`src/design/btpc_pkg.sv`:
```
// shared types and constants for the compensation block
// no dependencies
package btpc_pkg;

  // configuration register indexes
  localparam logic [2:0] REG_CAL_T1_T2 = 3'd0;
  localparam logic [2:0] REG_CAL_T3_P1 = 3'd1;
  localparam logic [2:0] REG_CAL_P2_P3 = 3'd2;
  localparam logic [2:0] REG_CAL_P4_P5 = 3'd3;
  localparam logic [2:0] REG_CAL_P6_P7 = 3'd4;
  localparam logic [2:0] REG_CAL_P8_P9 = 3'd5;

  localparam int RawW = 20;
  localparam int WordW = 32;

  typedef struct packed {
    logic [RawW-1:0] raw_temperature;
    logic [RawW-1:0] raw_pressure;
  } item_t;

  // head of the input queue as seen by the back end
  typedef struct packed {
    logic  valid;
    item_t item;
  } queue_t;

  typedef struct packed {
    logic [WordW-1:0] t1_t2;
    logic [WordW-1:0] t3_p1;
    logic [WordW-1:0] p2_p3;
    logic [WordW-1:0] p4_p5;
    logic [WordW-1:0] p6_p7;
    logic [WordW-1:0] p8_p9;
  } cal_t;

  typedef struct packed {
    logic        start;
    logic [63:0] num;
    logic [63:0] den;
  } div_req_t;

  typedef struct packed {
    logic        done;
    logic [63:0] quo;
  } div_rsp_t;

  function automatic logic [63:0] sext16(input logic [15:0] x);
    sext16 = {{48{x[15]}}, x};
  endfunction

endpackage

```
`src/design/btpc_if.sv`:
```
// stream interfaces for raw samples and compensated results
// no dependencies
interface btpc_in_if;
  logic        valid;
  logic        ready;
  logic [19:0] raw_temperature;
  logic [19:0] raw_pressure;
  modport source (output valid, output raw_temperature, output raw_pressure, input ready);
  modport sink (input valid, input raw_temperature, input raw_pressure, output ready);
endinterface


```
`src/design/btpc_front.sv`:
```
// front end: accepts raw sample pairs into a two-entry queue
// depends on btpc_pkg and btpc_if
module btpc_front (
  input  logic          clk,
  input  logic          rst,
  btpc_in_if.sink       sample,
  output btpc_pkg::queue_t q,
  input  logic          pop
);
  import btpc_pkg::*;

  item_t      mem [2];
  logic       wr_ptr;
  logic       rd_ptr;
  logic [1:0] count;
  logic       push;

  assign sample.ready = (count != 2'd2);
  assign push = sample.valid && sample.ready;
  assign q.valid = (count != 2'd0);
  assign q.item = mem[rd_ptr];

  // queue storage
  always_ff @(posedge clk) begin
    if (push) begin
      mem[wr_ptr] <= '{raw_temperature: sample.raw_temperature,
                       raw_pressure: sample.raw_pressure};
    end
  end

  // pointers and fill count
  always_ff @(posedge clk) begin
    if (rst) begin
      wr_ptr <= 1'b0;
      rd_ptr <= 1'b0;
      count <= 2'd0;
    end else begin
      if (push) wr_ptr <= ~wr_ptr;
      if (pop) rd_ptr <= ~rd_ptr;
      if (push && !pop) count <= count + 2'd1;
      else if (pop && !push) count <= count - 2'd1;
    end
  end

endmodule

```
`src/flat_wrapper.sv`:
```
// flat-port wrapper written by rule: the top's interface ports become plain ports
module btpc_front_flat import btpc_pkg::*;
  (clk, rst, q, pop, sample_valid, sample_raw_temperature, sample_raw_pressure, sample_ready);
  btpc_in_if sample_i ();
  input  logic clk;
  input  logic rst;
  output btpc_pkg::queue_t q;
  input  logic pop;
  input wire logic [$bits(sample_i.valid)-1:0] sample_valid;
  input wire logic [$bits(sample_i.raw_temperature)-1:0] sample_raw_temperature;
  input wire logic [$bits(sample_i.raw_pressure)-1:0] sample_raw_pressure;
  output wire logic [$bits(sample_i.ready)-1:0] sample_ready;
  assign sample_i.valid = sample_valid;
  assign sample_i.raw_temperature = sample_raw_temperature;
  assign sample_i.raw_pressure = sample_raw_pressure;
  assign sample_ready = sample_i.ready;
  btpc_front u_core (.clk(clk), .rst(rst), .sample(sample_i), .q(q), .pop(pop));
endmodule
```
`config.mk`:
```
export PLATFORM = sky130hd
export DESIGN_NAME = btpc_front_flat
export DESIGN_NICKNAME = d
export VERILOG_FILES = /design/src/design/btpc_pkg.sv /design/src/design/btpc_if.sv /design/src/design/btpc_front.sv /design/src/flat_wrapper.sv
export SDC_FILE = /design/constraint.sdc
export NUM_CORES = 1
export LEC_CHECK = 0
export BUFFER_PORTS_ARGS = -buffer_cell sky130_fd_sc_hd__buf_4
export CAP_MARGIN = 20
export CORE_UTILIZATION = 30
export CTS_CLUSTER_SIZE = 40
export DETAILED_ROUTE_END_ITERATION = 16
export GPL_TIMING_DRIVEN = 0
export MAX_ROUTING_LAYER = met4
export PLACE_DENSITY = 0.53
export SKIP_CTS_REPAIR_TIMING = 1
export SYNTH_ARGS = -nofsm -noshare
export SYNTH_HDL_FRONTEND = slang
export SYNTH_SLANG_ARGS = --single-unit
```
`constraint.sdc`:
```
create_clock -name clk -period 4.8 [get_ports clk]
set_input_delay 0.96 -clock clk [delete_from_list [all_inputs] [get_ports clk]]
set_output_delay 0.96 -clock clk [all_outputs]
set_load 0.05 [all_outputs]
```
==> impl_metrics.py <==
metrics = {
    "setup_path": {
        "crit_chain": "buf_2 > mux2_2 > buf_4",
        "cp.required_ns": 3.84,
        "slowest_stage": "mux2_2",
        "ff2ff_path_depth": 3,
        "r2r-end": "u_core.mem[1][38]$_DFFE_PP_",
        "reg2reg_from": "u_core.count[0]$_SDFFE_PP0P_",
        "crit_type": "reg -> out",
        "arrival_ns": 1.55,
        "slowest_delay_ns": 0.38,
        "r2r_setup_slack_ns": 3.16,
        "crit_path_end_kind": "output pin",
        "worstPathMaxFanout": 10,
        "cp-start-kind": "flip-flop",
    },
    "route": {
        "postRouteAntennaNets": 0,
        "viasPerCell": 4.270,
        "drt_iter0_drc": 51,
        "drtPass1Iterations": 4,
        "wl_mm": 5.432,
        "wl_per_cell_um": 14.22,
        "via_count": 1631,
        "drc": 0,
    },
    "placement": {
        "dp_hpwl_mm": 3.667,
        "gp_congestion": 0.6362,
        "port_buffers": 85,
    },
    "sta": {
        "fmax_ghz": 0.3984,
        "report.final.slew_viol_count": 0,
        "setup_tns_ns": 0,
        "timing.final.crit_share_pct": 52.30,
        "slew_headroom_pct": 67.46,
        "min_period_ns": 2.510,
        "setup_viol_count_final": 0,
        "tightest_slew_ns": 0.4880,
        "rsz0062_at_grt": "false",
        "fin_skew_ns": 0.007708,
        "hold_violations": 0,
    },
    "clock_network": {
        "cts_root_buf": "clkbuf_8",
        "clock_latency_ns": 0.34,
        "numCtsBuffers": 9,
        "clock_path_buffers": 2,
        "cts_tree": "done",
        "clk_pin_slew_ns": 0.07,
        "h-tree-depth": 3,
        "cts_sinks": 85,
    },
    "yosys": {
        "synth_most_common_cell": "edfxtp_1",
        "synthArstFlopShare_pct": 0,
        "postSynthCellCount": 148,
        "yosysTopAreaCell": "edfxtp_1",
        "synth_area_mm2": 0.003102,
        "seq_area_frac_synth_pct": 80.68,
        "synth-seq-cells": 85,
        "avgSynthCellArea_um2": 20.96,
        "yosysWarnings": 0,
        "ys_top_cells_by_count": "80 x edfxtp_1, 40 x mux2_2, 5 x dfxtp_1",
        "yosysTopAreaCellShare_pct": 77.45,
        "ys_top_cells_by_area": "edfxtp_1 77%, mux2_2 15%, dfxtp_1 3.2%",
        "synthesis.nets": 193,
        "ys.flop_type": "edfxtp_1",
        "synth_cell_types": 18,
        "synth_edf_count": 80,
    },
    "power": {
        "power.density_mw_per_mm2": 458.6,
        "p_int_mw": 1.345,
        "swShare_pct": 29.31,
        "p_switching_uw": 557.7,
        "power.leakage_nw": 1.549,
        "irDropWorstVdd_v": 0.0002012,
        "pwr-share-comb_pct": 24.8,
        "seqPwrFrac_pct": 48.1,
        "power_mw": 1.903,
        "clkPwrFrac_pct": 27.1,
    },
    "floorplanning": {
        "dieHeight_um": 103.7,
        "die_x_um": 103.7,
        "fp-row-count": 36,
        "ios": 86,
        "die_area_mm2": 0.01075,
        "design.core.area_mm2": 0.009910,
        "initial_utilization_pct": 31.30,
    },
    "final_layout": {
        "fin_nets": 291,
        "fin_util_pct": 41.87,
        "fill_cells": 936,
        "drive_above_1_share_pct": 60.24,
        "antenna_cells": 0,
        "area_growth_pct": 33.76,
    },
    "grt": {
        "grtUsageTotal_pct": 11.01,
        "grt_pass1_vias": 1717,
        "antenna_found_initial": 0,
        "grt_max_degree": 24,
        "overflow": 0,
        "grt_pass1_wl_mm": 8.562,
    },
    "hold_path": {
        "min_from": "u_core.rd_ptr$_SDFFE_PP0P_",
        "whs_path_depth": 2,
        "hold_path.class": "reg -> reg",
    },
    "flow_run": {
        "max_cap_viol_count": 0,
    },
    "run_status": {
        "status": "completed",
    },
}
[cells by family after synthesis]
| logic type | count (synthesis) | share of synthesized area, % |
|---|---|---|
| AOI/OAI and AO/OA | 4 | 0.8066 |
| xor gates and xnor gates | 3 | 0.8473 |
| adders and majority gates | 1 | 0.4033 |
| buffers and inverters | 6 | 0.8876 |
| DFF | 85 | 80.68 |
| muxes | 40 | 14.52 |
| and+or+nand+nor | 9 | 1.856 |
[worst max-delay path, delay by kind of cell (launching register included)]
family	cells	cell delay (ns)
buffers and inverters	2	0.47
DFF	1	0.37
muxes	1	0.38
[sequential cells by signal (all words and copies together), names as in the netlist, named ones only]
signal         count
u_core.mem        80
u_core.rd_ptr      1
u_core.wr_ptr      1
u_core.count       2
[worst max-delay path by stage]
stage | to | slack (ns) | depth (start not counted)
after floorplan | u_core.mem[1][0]$_DFFE_PP_ | 2.42 | 1
after global placement | u_core.mem[1][38]$_DFFE_PP_ | 1.66 | 2
after detailed placement | q[13] | 2.60 | 3
after CTS | q[13] | 2.22 | 3
after global routing | q[17] | 2.17 | 3
final | q[27] | 2.29 | 3
[routing by layer]
metal / GRT usage, % / share of wire [%] / up-vias
met3: 3.147 / 5.4 / 9
met2: 16.73 / 49 / 60
met4: 5.816 / 1.6 / 0
met5: - / 0 / -
li1: - / - / 764
met1: 13.33 / 44 / 798
[through the flow]
stage	instance area [um^2]	cells	hold slack [ns]	setup WS, ns
4_1_cts	4149	382	0.5260	2.221
5_1_grt	4149	382	0.5662	2.172
3_3_place_gp	3906	366	0.5001	1.665
6_report	4149	382	0.5254	2.290
2_1_floorplan	3102	148	0.4799	2.425
3_5_place_dp	3948	368	0.4980	2.603
[cell usage in the layout (no fill, tap or decap), types with 2 or more instances in the layout]
master and instances:
buf_12 2, clkbuf_8 9, nor2_1 3, mux2_2 40, xor2_1 2, dfxtp_1 5, buf_2 4, edfxtp_1 80
buf_4 85, bufinv_16 2, a21oi_1 2, clkinv_2 2
[power groups by stage]
stage / Clock, mW / Sequential, mW / Combinational (mW)
after floorplan: 0 / 0.929 / 0.323
after global placement: 0 / 0.934 / 0.467
after detailed placement: 0 / 0.932 / 0.478
after CTS: 0.537 / 0.915 / 0.480
after global routing: 0.565 / 0.922 / 0.497
final: 0.516 / 0.914 / 0.472
[final cells by class]
| class | instances | area [um^2] | area share [%] |
|---|---|---|---|
| clock inverter | 5 | 77.57 | 1.870 |
| buffer | 4 | 20.02 | 0.4825 |
| multi-input combinational | 57 | 573.1 | 13.81 |
| inverter | 2 | 7.507 | 0.1809 |
| sequential | 85 | 2502 | 60.31 |
| timing repair buffer | 87 | 678.2 | 16.34 |
| tap | 133 | 166.4 | 4.011 |
| clock buffer | 9 | 123.9 | 2.986 |
Power figures use the tool's default switching activity.
